**config.mk**
```make
export PLATFORM = sky130hd
export DESIGN_NAME = button_debounce_autorepeat_unit_flat
export DESIGN_NICKNAME = d
export VERILOG_FILES = /design/src/hdl/bda_pkg.sv /design/src/hdl/bda_if.sv /design/src/hdl/button_debounce_autorepeat_unit.sv /design/src/hdl/bda_cfg.sv /design/src/hdl/bda_lane.sv /design/src/hdl/bda_merge.sv /design/src/flat_wrapper.sv
export VERILOG_INCLUDE_DIRS = /design/src /design/src/hdl
export SDC_FILE = /design/constraint.sdc
export NUM_CORES = 1
export LEC_CHECK = 0
export BUFFER_PORTS_ARGS = -buffer_cell sky130_fd_sc_hd__buf_2
export CAP_MARGIN = 20
export CORE_AREA = 2 2 161 163
export CTS_BUF_LIST = sky130_fd_sc_hd__clkbuf_8 sky130_fd_sc_hd__clkbuf_16
export CTS_CLUSTER_SIZE = 12
export DETAILED_ROUTE_END_ITERATION = 12
export DIE_AREA = 0 0 163 165
export HOLD_SLACK_MARGIN = 0.02
export SYNTH_ARGS = -nofsm -noshare
export SYNTH_HDL_FRONTEND = slang
export SYNTH_SLANG_ARGS = --single-unit
```
**constraint.sdc**
```tcl
create_clock -name clk -period 4.5 [get_ports clk]
set_input_delay 0.9 -clock clk [delete_from_list [all_inputs] [get_ports clk]]
set_output_delay 0.9 -clock clk [all_outputs]
set_load 0.005 [all_outputs]
```
**src/hdl/button_debounce_autorepeat_unit_assert.svh**
```systemverilog
// assertion macros shared by the debounce/autorepeat block
`ifndef BUTTON_DEBOUNCE_AUTOREPEAT_UNIT_ASSERT_SVH
`define BUTTON_DEBOUNCE_AUTOREPEAT_UNIT_ASSERT_SVH

// consequent must hold in the same cycle as the antecedent
`define BDA_ASSERT_SAME(label, clk, rst_n, ante, cons) \
	label: assert property (@(posedge clk) disable iff (!rst_n) (ante) |-> (cons)) \
		else $error("bda: same-cycle check failed");

// consequent must hold in the cycle after the antecedent
`define BDA_ASSERT_NEXT(label, clk, rst_n, ante, cons) \
	label: assert property (@(posedge clk) disable iff (!rst_n) (ante) |=> (cons)) \
		else $error("bda: next-cycle check failed");

`endif

```
**src/hdl/bda_pkg.sv**
```systemverilog
package bda_pkg;

	// geometry
	localparam int NUM_BUTTONS = 6;
	localparam int LEVEL_BITS  = 6;
	localparam int OUT_FIELDS  = 6;
	localparam int HOLD_W      = 7;
	localparam int EVT_W       = 4;
	localparam int ADDR_W      = 4;
	localparam int DATA_W      = 32;
	localparam int REG_IDX_W   = 2;

	localparam logic [HOLD_W-1:0] HOLD_MAX = '1;

	// register reset values
	localparam logic [HOLD_W-1:0] PRESS_THRESHOLD_RST = 7'd2;
	localparam logic [HOLD_W-1:0] REPEAT_LIMIT_RST    = 7'd100;
	localparam logic [HOLD_W-1:0] REPEAT_RELOAD_RST   = 7'd80;
	localparam logic [EVT_W-1:0]  EVENT_MAX_RST       = 4'd10;

	typedef enum logic [REG_IDX_W-1:0] {
		REG_PRESS_THRESHOLD = 2'd0,
		REG_REPEAT_LIMIT    = 2'd1,
		REG_REPEAT_RELOAD   = 2'd2,
		REG_EVENT_MAX       = 2'd3
	} reg_idx_t;

	typedef enum logic {
		OP_TICK    = 1'b0,
		OP_COLLECT = 1'b1
	} op_t;

	typedef struct packed {
		logic [HOLD_W-1:0] press_threshold;
		logic [HOLD_W-1:0] repeat_limit;
		logic [HOLD_W-1:0] repeat_reload;
		logic [EVT_W-1:0]  event_max;
	} cfg_t;

	// per-lane command for the current request
	typedef struct packed {
		logic tick;
		logic collect;
	} lane_cmd_t;

	typedef logic [NUM_BUTTONS-1:0][EVT_W-1:0] pend_t;
	typedef logic [OUT_FIELDS-1:0][EVT_W-1:0]  evt_t;

endpackage

```
**src/hdl/bda_if.sv**
```systemverilog
// request channel: op plus button levels
interface bda_req_if;
	logic                           valid;
	logic                           ready;
	logic                           op;
	logic [bda_pkg::LEVEL_BITS-1:0] button_levels;

	modport source (output valid, output op, output button_levels, input ready);
	modport sink (input valid, input op, input button_levels, output ready);
endinterface

// result channel: pending event counts per button
interface bda_rsp_if;
	logic                      valid;
	logic                      ready;
	logic [bda_pkg::EVT_W-1:0] events_b0;
	logic [bda_pkg::EVT_W-1:0] events_b1;
	logic [bda_pkg::EVT_W-1:0] events_b2;
	logic [bda_pkg::EVT_W-1:0] events_b3;
	logic [bda_pkg::EVT_W-1:0] events_b4;
	logic [bda_pkg::EVT_W-1:0] events_b5;

	modport source (output valid, output events_b0, output events_b1, output events_b2,
		output events_b3, output events_b4, output events_b5, input ready);
	modport sink (input valid, input events_b0, input events_b1, input events_b2,
		input events_b3, input events_b4, input events_b5, output ready);
endinterface

```
**src/hdl/button_debounce_autorepeat_unit.sv**
```systemverilog
// channel  dir  accepted when            payload
// req      in   req.valid && req.ready   op, button_levels
// rsp      out  rsp.valid && rsp.ready   events_b0 .. events_b5
// apb      in   psel penable pwrite      paddr, pwdata (prdata on read)
//
// one request per cycle while req.ready is high; all button lanes update in the same cycle
// a collect with events pending lands in a two-entry result buffer and
// reaches rsp once earlier results have gone; ticks and empty collects give no result
// req.ready drops only while both result entries are held by rsp stalls
// reset is asynchronous: counters clear, registers take their defaults
module button_debounce_autorepeat_unit (
	input  logic                        clk,
	input  logic                        arst_n,
	bda_req_if.sink                     req,
	bda_rsp_if.source                   rsp,
	input  logic                        psel,
	input  logic                        penable,
	input  logic                        pwrite,
	input  logic [bda_pkg::ADDR_W-1:0]  paddr,
	input  logic [bda_pkg::DATA_W-1:0]  pwdata,
	output logic [bda_pkg::DATA_W-1:0]  prdata,
	output logic                        pready
);

	bda_pkg::cfg_t      cfg;
	bda_pkg::lane_cmd_t cmd;
	bda_pkg::pend_t     pend;
	bda_pkg::evt_t      evt;
	logic               fire;

	bda_cfg u_cfg (
		.clk     (clk),
		.arst_n  (arst_n),
		.psel    (psel),
		.penable (penable),
		.pwrite  (pwrite),
		.paddr   (paddr),
		.pwdata  (pwdata),
		.prdata  (prdata),
		.pready  (pready),
		.cfg     (cfg)
	);

	// decode the accepted request
	assign fire        = req.valid && req.ready;
	assign cmd.tick    = fire && (bda_pkg::op_t'(req.op) == bda_pkg::OP_TICK);
	assign cmd.collect = fire && (bda_pkg::op_t'(req.op) == bda_pkg::OP_COLLECT);

	// one lane per button, buttons without an input bit read released
	for (genvar i = 0; i < bda_pkg::NUM_BUTTONS; i++) begin : g_lane
		logic level;
		if (i < bda_pkg::LEVEL_BITS) begin : g_in
			assign level = req.button_levels[i];
		end else begin : g_none
			assign level = 1'b1;
		end

		bda_lane u_lane (
			.clk    (clk),
			.arst_n (arst_n),
			.cfg    (cfg),
			.cmd    (cmd),
			.level  (level),
			.pend   (pend[i])
		);
	end

	bda_merge u_merge (
		.clk       (clk),
		.arst_n    (arst_n),
		.collect   (cmd.collect),
		.pend      (pend),
		.in_ready  (req.ready),
		.out_valid (rsp.valid),
		.out_ready (rsp.ready),
		.out_evt   (evt)
	);

	assign rsp.events_b0 = evt[0];
	assign rsp.events_b1 = evt[1];
	assign rsp.events_b2 = evt[2];
	assign rsp.events_b3 = evt[3];
	assign rsp.events_b4 = evt[4];
	assign rsp.events_b5 = evt[5];

endmodule

```
**src/hdl/bda_cfg.sv**
```systemverilog
module bda_cfg (
	input  logic                         clk,
	input  logic                         arst_n,
	input  logic                         psel,
	input  logic                         penable,
	input  logic                         pwrite,
	input  logic [bda_pkg::ADDR_W-1:0]   paddr,
	input  logic [bda_pkg::DATA_W-1:0]   pwdata,
	output logic [bda_pkg::DATA_W-1:0]   prdata,
	output logic                         pready,
	output bda_pkg::cfg_t                cfg
);

	bda_pkg::cfg_t     cfg_q;
	bda_pkg::reg_idx_t idx;
	logic              wr_en;

	// word address selects the register
	assign idx    = bda_pkg::reg_idx_t'(paddr[bda_pkg::ADDR_W-1:2]);
	assign wr_en  = psel && penable && pwrite;
	assign pready = 1'b1;
	assign cfg    = cfg_q;

	// register writes
	always_ff @(posedge clk or negedge arst_n) begin
		if (!arst_n) begin
			cfg_q.press_threshold <= bda_pkg::PRESS_THRESHOLD_RST;
			cfg_q.repeat_limit    <= bda_pkg::REPEAT_LIMIT_RST;
			cfg_q.repeat_reload   <= bda_pkg::REPEAT_RELOAD_RST;
			cfg_q.event_max       <= bda_pkg::EVENT_MAX_RST;
		end else if (wr_en) begin
			unique case (idx)
				bda_pkg::REG_PRESS_THRESHOLD: begin
					cfg_q.press_threshold <= pwdata[bda_pkg::HOLD_W-1:0];
				end
				bda_pkg::REG_REPEAT_LIMIT: begin
					cfg_q.repeat_limit <= pwdata[bda_pkg::HOLD_W-1:0];
				end
				bda_pkg::REG_REPEAT_RELOAD: begin
					cfg_q.repeat_reload <= pwdata[bda_pkg::HOLD_W-1:0];
				end
				bda_pkg::REG_EVENT_MAX: begin
					cfg_q.event_max <= pwdata[bda_pkg::EVT_W-1:0];
				end
				default: begin
				end
			endcase
		end
	end

	// readback
	always_comb begin
		prdata = '0;
		unique case (idx)
			bda_pkg::REG_PRESS_THRESHOLD: begin
				prdata[bda_pkg::HOLD_W-1:0] = cfg_q.press_threshold;
			end
			bda_pkg::REG_REPEAT_LIMIT: begin
				prdata[bda_pkg::HOLD_W-1:0] = cfg_q.repeat_limit;
			end
			bda_pkg::REG_REPEAT_RELOAD: begin
				prdata[bda_pkg::HOLD_W-1:0] = cfg_q.repeat_reload;
			end
			bda_pkg::REG_EVENT_MAX: begin
				prdata[bda_pkg::EVT_W-1:0] = cfg_q.event_max;
			end
			default: begin
			end
		endcase
	end

endmodule

```
**src/hdl/bda_lane.sv**
```systemverilog
`include "button_debounce_autorepeat_unit_assert.svh"

module bda_lane (
	input  logic                       clk,
	input  logic                       arst_n,
	input  bda_pkg::cfg_t              cfg,
	input  bda_pkg::lane_cmd_t         cmd,
	input  logic                       level,
	output logic [bda_pkg::EVT_W-1:0]  pend
);

	logic [bda_pkg::HOLD_W-1:0] hold_q, hold_d, h_inc, h_rep;
	logic [bda_pkg::EVT_W-1:0]  pend_q, pend_d, p_rep, p_thr;
	logic                       pressed, rep, thr;

	assign pend = pend_q;

	// hold counter step: increment, repeat reload, then threshold compare
	always_comb begin
		pressed = !level;
		h_inc   = (hold_q < bda_pkg::HOLD_MAX) ? hold_q + 1'b1 : hold_q;
		rep     = h_inc > cfg.repeat_limit;
		h_rep   = rep ? cfg.repeat_reload : h_inc;
		p_rep   = (rep && (pend_q < cfg.event_max)) ? pend_q + 1'b1 : pend_q;
		thr     = h_rep == cfg.press_threshold;
		p_thr   = (thr && (p_rep < cfg.event_max)) ? p_rep + 1'b1 : p_rep;

		hold_d = hold_q;
		pend_d = pend_q;
		if (cmd.tick) begin
			hold_d = pressed ? h_rep : '0;
			pend_d = pressed ? p_thr : pend_q;
		end
		// collect clears the count, a no-op when nothing is pending
		if (cmd.collect) begin
			pend_d = '0;
		end
	end

	always_ff @(posedge clk or negedge arst_n) begin
		if (!arst_n) begin
			hold_q <= '0;
			pend_q <= '0;
		end else begin
			hold_q <= hold_d;
			pend_q <= pend_d;
		end
	end

	`BDA_ASSERT_NEXT(a_release_clears, clk, arst_n, cmd.tick && level, hold_q == '0)
	`BDA_ASSERT_NEXT(a_collect_clears, clk, arst_n, cmd.collect, pend_q == '0)
	`BDA_ASSERT_NEXT(a_collect_keeps_hold, clk, arst_n, cmd.collect, hold_q == $past(hold_q))

endmodule

```
**src/hdl/bda_merge.sv**
```systemverilog
`include "button_debounce_autorepeat_unit_assert.svh"

module bda_merge (
	input  logic                  clk,
	input  logic                  arst_n,
	input  logic                  collect,
	input  bda_pkg::pend_t        pend,
	output logic                  in_ready,
	output logic                  out_valid,
	input  logic                  out_ready,
	output bda_pkg::evt_t         out_evt
);

	bda_pkg::evt_t evt;
	logic          any, push, pop;
	logic          out_vld_q, skid_vld_q;
	bda_pkg::evt_t out_q, skid_q;

	// gather lane counts into the result fields, unused fields read zero
	always_comb begin
		evt = '0;
		any = 1'b0;
		for (int i = 0; i < bda_pkg::NUM_BUTTONS; i++) begin
			any = any || (pend[i] != '0);
			if (i < bda_pkg::OUT_FIELDS) begin
				evt[i] = pend[i];
			end
		end
	end

	assign push      = collect && any;
	assign pop       = out_vld_q && out_ready;
	assign in_ready  = !skid_vld_q;
	assign out_valid = out_vld_q;
	assign out_evt   = out_q;

	// two-entry result buffer: output register plus skid
	always_ff @(posedge clk or negedge arst_n) begin
		if (!arst_n) begin
			out_vld_q  <= 1'b0;
			skid_vld_q <= 1'b0;
		end else if (!out_vld_q || pop) begin
			out_vld_q  <= skid_vld_q || push;
			skid_vld_q <= skid_vld_q && push;
		end else if (push) begin
			skid_vld_q <= 1'b1;
		end
	end

	always_ff @(posedge clk) begin
		if (!out_vld_q || pop) begin
			out_q <= skid_vld_q ? skid_q : evt;
			if (skid_vld_q) begin
				skid_q <= evt;
			end
		end else if (push) begin
			skid_q <= evt;
		end
	end

	`BDA_ASSERT_SAME(a_skid_behind_out, clk, arst_n, skid_vld_q, out_vld_q)
	`BDA_ASSERT_SAME(a_push_has_room, clk, arst_n, push, !skid_vld_q)
	`BDA_ASSERT_NEXT(a_push_shows, clk, arst_n, push, out_vld_q)

endmodule

```
**src/flat_wrapper.sv**
```systemverilog
// flat-port wrapper written by rule: the top's interface ports become plain ports
module button_debounce_autorepeat_unit_flat 
  (clk, arst_n, psel, penable, pwrite, paddr, pwdata, prdata, pready, req_valid, req_op, req_button_levels, req_ready, rsp_valid, rsp_events_b0, rsp_events_b1, rsp_events_b2, rsp_events_b3, rsp_events_b4, rsp_events_b5, rsp_ready);
  bda_req_if req_i ();
  bda_rsp_if rsp_i ();
  input  logic clk;
  input  logic arst_n;
  input  logic psel;
  input  logic penable;
  input  logic pwrite;
  input  logic [bda_pkg::ADDR_W-1:0] paddr;
  input  logic [bda_pkg::DATA_W-1:0] pwdata;
  output logic [bda_pkg::DATA_W-1:0] prdata;
  output logic pready;
  input wire logic [$bits(req_i.valid)-1:0] req_valid;
  input wire logic [$bits(req_i.op)-1:0] req_op;
  input wire logic [$bits(req_i.button_levels)-1:0] req_button_levels;
  output wire logic [$bits(req_i.ready)-1:0] req_ready;
  output wire logic [$bits(rsp_i.valid)-1:0] rsp_valid;
  output wire logic [$bits(rsp_i.events_b0)-1:0] rsp_events_b0;
  output wire logic [$bits(rsp_i.events_b1)-1:0] rsp_events_b1;
  output wire logic [$bits(rsp_i.events_b2)-1:0] rsp_events_b2;
  output wire logic [$bits(rsp_i.events_b3)-1:0] rsp_events_b3;
  output wire logic [$bits(rsp_i.events_b4)-1:0] rsp_events_b4;
  output wire logic [$bits(rsp_i.events_b5)-1:0] rsp_events_b5;
  input wire logic [$bits(rsp_i.ready)-1:0] rsp_ready;
  assign req_i.valid = req_valid;
  assign req_i.op = req_op;
  assign req_i.button_levels = req_button_levels;
  assign req_ready = req_i.ready;
  assign rsp_valid = rsp_i.valid;
  assign rsp_events_b0 = rsp_i.events_b0;
  assign rsp_events_b1 = rsp_i.events_b1;
  assign rsp_events_b2 = rsp_i.events_b2;
  assign rsp_events_b3 = rsp_i.events_b3;
  assign rsp_events_b4 = rsp_i.events_b4;
  assign rsp_events_b5 = rsp_i.events_b5;
  assign rsp_i.ready = rsp_ready;
  button_debounce_autorepeat_unit u_core (.clk(clk), .arst_n(arst_n), .req(req_i), .rsp(rsp_i), .psel(psel), .penable(penable), .pwrite(pwrite), .paddr(paddr), .pwdata(pwdata), .prdata(prdata), .pready(pready));
endmodule
```
; Word level (Yosys, flattened, before mapping)
; Cells that the tools add are included.
[totals]
register_bits = 141
output_inout_bits = 59
[op_classes]
magnitude_cmp = 24
muxes = 56
addsub = 18
reduce_logical = 49
eq_ne = 16
bitwise = 1
[op_table]
columns = operator, count
row1 = two-way mux 7 bit, 18
row2 = two-way mux 4 bit, 30
row3 = two-way mux 24 bit, 4
row4 = adder 4 x 1 -> 4 bit (second input constant), 12
row5 = < comparator 4 bit, 12
row6 = adder 7 x 1 -> 7 bit (second input constant), 6
row7 = equality test 7 bit, 6
row8 = greater-than comparator 7 bit, 6
row9 = < comparator 7 bit (second input constant), 6
row10 = nonzero test 4 bit, 6
row11 = AND reduction 2 bit, 11
row12 = logical AND 1 bit, 20
row13 = case mux 4 bit (4 select lines), 1
row14 = != test 2 x 1 -> 1 bit (second input constant), 6
row15 = case mux 3 bit (3 select lines), 1
row16 = logical OR 1 bit, 7
row17 = equality test 2 bit (second input constant), 2
row18 = nonzero test 2 bit, 2
row19 = equality test 2 x 1 -> 1 bit (second input constant), 1
row20 = logical NOT 1 bit, 2
row21 = logical NOT 2 bit, 1
row22 = two-way mux 1 bit, 2
row23 = != test 2 bit (second input constant), 1
row24 = NOT 1 bit, 1

; Longest topological paths before layout
[depth]
depth_word = 11
ltp_mapped = 22
ltp_nobuf = 20

; By module
; From an unflattened synthesis, not the netlist that was laid out.
[hier_totals]
cells_unflattened = 1297
area_unflattened_um2 = 12197.9
[by_module_without_submodules]
columns = module, instances, cells_each, seq_area_each_um2, area_each_um2
row1 = bda_lane (u_core.g_lane[1].u_lane ...), 4, 187, 275.3, 1521.5
row2 = bda_merge, 1, 94, 1491.4, 1881.8
row3 = bda_lane (u_core.g_lane[0].u_lane), 1, 187, 275.3, 1496.4
row4 = bda_cfg, 1, 101, 635.6, 1371.3
row5 = bda_lane (u_core.g_lane[4].u_lane), 1, 165, 275.3, 1346.3
row6 = button_debounce_autorepeat_unit, 1, 2, 0.0, 16.3

; Least setup slack after synthesis
; OpenSTA, ideal clock, no wires.
[synth_path]
path_type = reg-to-reg
start = register u_core.g_lane[1].u_lane.hold_q[0] in the netlist's numbering
end = register u_core.g_lane[1].u_lane.pend_q, in the netlist u_core.g_lane[1].u_lane.pend[2]
n_path_buf = 2
setup_slack_ps = -49
arrival_ps = 4425
setup_ps = 124
path_stages_with_launch = 21
required_ps = 4376
cell_sequence = dfrtp_1 ha_1 nand3_1 nor2_1 mux2_2 ha_1 nand4_1 nor2_1 o21bai_1 buf_2 nor3_2 o21ai_0 ha_1 or3_1 nor4_1 nor3b_1 a2111oi_0 and4b_1 clkbuf_1 a21oi_1 a211o_1
[synth_between]
elab_chain_cells = 11
elab_cells_between_ends = 15
classes_between = add/sub (2) / order compare (3) / eq/ne (1) / mux (7) / reduce/logical (2)
[synth_lines]
columns = element, line
row1 = from (decl), bda_lane.sv:12  ; logic [bda_pkg::HOLD_W-1:0] hold_q, hold_d, h_inc, h_rep;
row2 = from (signal assigned), bda_lane.sv:45  ; hold_q <= hold_d;
row3 = adder 7 x 1 -> 7 bit / < comparator 7 bit (equally long branches), bda_lane.sv:21  ; h_inc = (hold_q < bda_pkg::HOLD_MAX) ? hold_q + 1'b1 : hold_q;
row4 = two-way mux 7 bit *, bda_lane.sv:21
row5 = greater-than comparator 7 bit, bda_lane.sv:22  ; rep = h_inc > cfg.repeat_limit;
row6 = logical AND 1 bit, bda_lane.sv:24  ; p_rep = (rep && (pend_q < cfg.event_max)) ? pend_q + 1'b1 : pend_q;
row7 = two-way mux 4 bit, bda_lane.sv:24
row8 = < comparator 4 bit, bda_lane.sv:26  ; p_thr = (thr && (p_rep < cfg.event_max)) ? p_rep + 1'b1 : p_rep;
row9 = logical AND 1 bit, bda_lane.sv:26
row10 = two-way mux 4 bit *, bda_lane.sv:26
row11 = two-way mux 4 bit *, bda_lane.sv:32  ; pend_d = pressed ? p_thr : pend_q;
row12 = two-way mux 4 bit *, bda_lane.sv:30  ; if (cmd.tick) begin
row13 = two-way mux 4 bit *, bda_lane.sv:35  ; if (cmd.collect) begin
row14 = to (signal assigned), bda_lane.sv:46  ; pend_q <= pend_d;
row15 = to (decl), bda_lane.sv:13  ; logic [bda_pkg::EVT_W-1:0] pend_q, pend_d, p_rep, p_thr;
; Mark *: on every way between the ends. The rest lies on a longest branch, timed or not. The select of a mux whose other input is x is not followed.
; A chain may end at the register's enable or synchronous reset.

; Worst setup path in the final report
[layout_path]
start = register u_core.g_lane[0].u_lane.hold_q[0] in the netlist's numbering
end = register u_core.g_lane[0].u_lane.pend_q, in the netlist u_core.g_lane[0].u_lane.pend[0]
[layout_between]
elab_chain_cells = 11
elab_cells_between_ends = 15
classes_between = add/sub (2) / order compare (3) / eq/ne (1) / mux (7) / reduce/logical (2)
[layout_lines]
columns = element, line
row1 = from (decl), bda_lane.sv:12
row2 = from (signal assigned), bda_lane.sv:45
row3 = adder 7 x 1 -> 7 bit / < comparator 7 bit (equally long branches), bda_lane.sv:21
row4 = two-way mux 7 bit *, bda_lane.sv:21
row5 = greater-than comparator 7 bit, bda_lane.sv:22
row6 = logical AND 1 bit, bda_lane.sv:24
row7 = two-way mux 4 bit, bda_lane.sv:24
row8 = < comparator 4 bit, bda_lane.sv:26
row9 = logical AND 1 bit, bda_lane.sv:26
row10 = two-way mux 4 bit *, bda_lane.sv:26
row11 = two-way mux 4 bit *, bda_lane.sv:32
row12 = two-way mux 4 bit *, bda_lane.sv:30
row13 = two-way mux 4 bit *, bda_lane.sv:35
row14 = to (signal assigned), bda_lane.sv:46
row15 = to (decl), bda_lane.sv:13
; Marked as above.

==> flow_metrics.py <==
metrics = {
    "outcome": {
        "status": "finished clean",
    },
    "layout": {
        "antennaDiodeCount": 0,
        "design_area_um2": 13020,
        "instances_no_fill": 1648,
        "area_delta_synth_final_pct": 18.98,
        "nNetsFinal": 1457,
        "drive_gt1_share_pct": 25.04,
    },
    "floorplan": {
        "core_area_um2": 25040,
        "rows": 58,
        "die_area_um2": 26900,
        "ios": 109,
        "die-height_um": 165,
        "start_util_pct": 43.72,
        "die_x_um": 163,
    },
    "drt": {
        "via_per_inst": 5.763,
        "vias": 9498,
        "wl_mm": 31.55,
        "wl_per_cell_um": 19.14,
        "drcViolationCount": 0,
        "drtPass1Iterations": 5,
        "drt_iter0_markers": 525,
        "ant_nets": 0,
    },
    "power": {
        "leakagePower_nw": 5.835,
        "peakVddDrop_mv": 0.3153,
        "powerDensity_nw_per_um2": 621.0,
        "power_w": 0.008087,
    },
    "synth": {
        "synth_top_area_share_pct": 19.43,
        "synthCells": 1188,
        "synth_edf_count": 48,
        "synth-seq-area-share_pct": 34.52,
        "synth_area_leader_cell": "dfrtp_1",
        "synthFlopType": "dfrtp_1",
        "syn_avg_cell_area_um2": 9.213,
        "synth-seq-cells": 141,
        "yosys-top-cells-count": "nand2_1 (136), o21ai_0 (121), ha_1 (102)",
        "ys_types": 91,
        "yosysMostFrequentCell": "nand2_1",
        "synth_area_um2": 10950,
        "ys_async_sr_fraction_pct": 65.96,
        "yosys_warnings": 0,
        "synthTopCellsByArea": "dfrtp_1 (19%), edfxtp_1 (13%), ha_1 (12%), o21ai_0 (5.5%), nand2_1 (4.7%)",
    },
    "sta": {
        "hold_violations": 0,
        "slew_headroom_pct": 39.50,
        "fin_ws_ns": 0.1125,
        "min_period_ns": 4.387,
        "worst_slew_pin_slew_ns": 0.9075,
        "grt_setup_unrepaired": "true",
        "fin_skew_ns": 0.01424,
        "slew_violations": 0,
        "finalSetupViolCount": 0,
        "period_share_pct": 97.50,
        "tns_ns": 0,
        "timing.fmax_mhz": 227.9,
    },
    "cts": {
        "cts_tree": "yes",
        "clock_latency_ns": 0.44,
        "htreeDepth": 4,
        "cts_made_buffers": 17,
        "clk_pin_slew_ns": 0.06,
        "cts.sinks": 141,
        "clock_tree.root_cell": "clkbuf_16",
        "clock_path_buffers": 2,
    },
    "global_routing": {
        "grt_pass1_vias": 8850,
        "grt-ovfl-total": 0,
        "track_usage_pct": 23.98,
        "use_met2_pct": 38.02,
        "met1_usage_pct": 33.54,
        "met3_usage_pct": 3.692,
        "top_usage_layer": "met2",
        "antenna_found_initial": 0,
        "grt_max_degree": 69,
        "grt_pass1_wl_mm": 49.51,
    },
    "place": {
        "gp_congestion": 0.9022,
        "pre_cts_ws_ns": -0.1042,
        "port_buffers": 55,
        "place_area_um2": 11830,
        "hpwl_mm": 22.25,
        "dpl.cell_count": 1595,
    },
    "setup_path": {
        "arrival_ns": 4.71,
        "reg2reg_from": "u_core.g_lane[0].u_lane.hold_q[0]",
        "setup.worst_path.class": "register to register",
        "worstSetupEndpointType": "register",
        "critPathLaunch": "u_core.g_lane[0].u_lane.hold_q[0]",
        "cp-start-kind": "register",
        "path_max_fanout": 6,
        "crit_required_ns": 4.82,
    },
    "worst_hold_path": {
        "hold_path.startpoint": "u_core.g_lane[3].u_lane.hold_q[1]",
        "hold_path.class": "register to register",
    },
    "flow_run": {
        "max-cap-violations": 0,
    },
}
## kinds of logic after synthesis
group                      count (synthesis)  synth area share, %
DFF                                      141                34.52
other                                      2              0.06861
xor gates and xnor gates                  46                3.681
and+or+nand+nor                          393                18.05
buffers and inverters                    125                5.864
AOI/OAI and AO/OA                        296                17.67
muxes                                     83                8.482
adders and majority gates                102                11.66
## critical path: stages (launching register included)
cell and delay [ns]:
dfrtp_1 0.44, buf_6 0.14, nand4_1 0.18, buf_4 0.22, o21a_2 0.25, ha_1 0.20, nand3b_1 0.18, a21oi_2 0.22
o31ai_4 0.12, nor3_4 0.30, nand4_1 0.18, xnor2_2 0.19, ha_1 0.33, a21oi_2 0.19, o2111ai_2 0.20, or3_4 0.42
a2111o_1 0.42, o311ai_1 0.09
## placed cells by master (no fill, tap or decap), drive strengths merged, types with 9 or more instances in the layout
cell and count:
mux2i 41, nand2 136, edfxtp 48, nand2b 19, and3 18, o21ai 130
nor2 66, xor2 9, inv 54, conb 26, buf 149, nand4 26
a21oi 49, nor3 31, clkbuf 17, mux2 38, xnor2 37, dfrtp 85
o211ai 12, nand3b 10, nand3 33, o21bai 9, ha 102
## through the flow
| step | hold WS (ns) | utilization [%] |
|---|---|---|
| 2_1_floorplan | 0.4868 | - |
| 3_3_place_gp | 0.5024 | 47.26 |
| 3_5_place_dp | 0.5058 | 47.26 |
| 4_1_cts | 0.5200 | 49.82 |
| 5_1_grt | 0.5537 | 52.01 |
| 6_report | 0.5225 | 52.01 |
## routing by layer
layer,wire length [um],share of wire (%),vias to the layer above
li1,-,-,4581
met1,14510,46,4542
met2,14290,45,302
met3,1852,5.9,73
met4,895,2.8,0
met5,0,0,-
## final timing paths
check,to,slack [ns],depth (start not counted)
hold reg to reg,u_core.g_lane[3].u_lane.hold_q[1],0.52,2
setup reg to reg,u_core.g_lane[0].u_lane.pend[0],0.11,17
hold / removal,u_core.g_lane[3].u_lane.hold_q[1],0.52,2
setup / recovery,u_core.g_lane[0].u_lane.pend[0],0.11,17
max in group asynchronous,u_core.g_lane[5].u_lane.hold_q[0],2.96,2
min in group asynchronous,u_core.u_cfg.cfg[18],0.60,1
## registers in the layout, indices dropped and copies added, names as in the netlist
name,count
u_core.g_lane.u_lane.pend,24
u_core.u_merge.skid_q,24
u_core.u_merge.out_evt,24
u_core.u_merge.skid_vld_q,1
u_core.u_cfg.cfg,25
u_core.g_lane.u_lane.hold_q,42
u_core.u_merge.out_valid,1
## report_power, final
group          internal (W)  switching (W)
Clock              0.000829       0.000636
Combinational       0.00201        0.00244
Sequential          0.00170       0.000475
Total               0.00454        0.00355
## layout make-up
class / count / area (um2)
clock buffer: 17 / 425.4
clock inverter: 15 / 162.7
fill: 2327 / 12010
inverter: 50 / 187.7
multi-input combinational: 946 / 7049
sequential: 141 / 3790
tap: 330 / 412.9
timing repair buffer: 149 / 994.7
## what timing repair did
item	in CTS	in global routing
pin swaps	4	44
hold buffers	0	0
buffers inserted	3	18
setup endpoints to repair	4	22
gates resized for setup	6	96
Power figures use the tool's default switching activity.
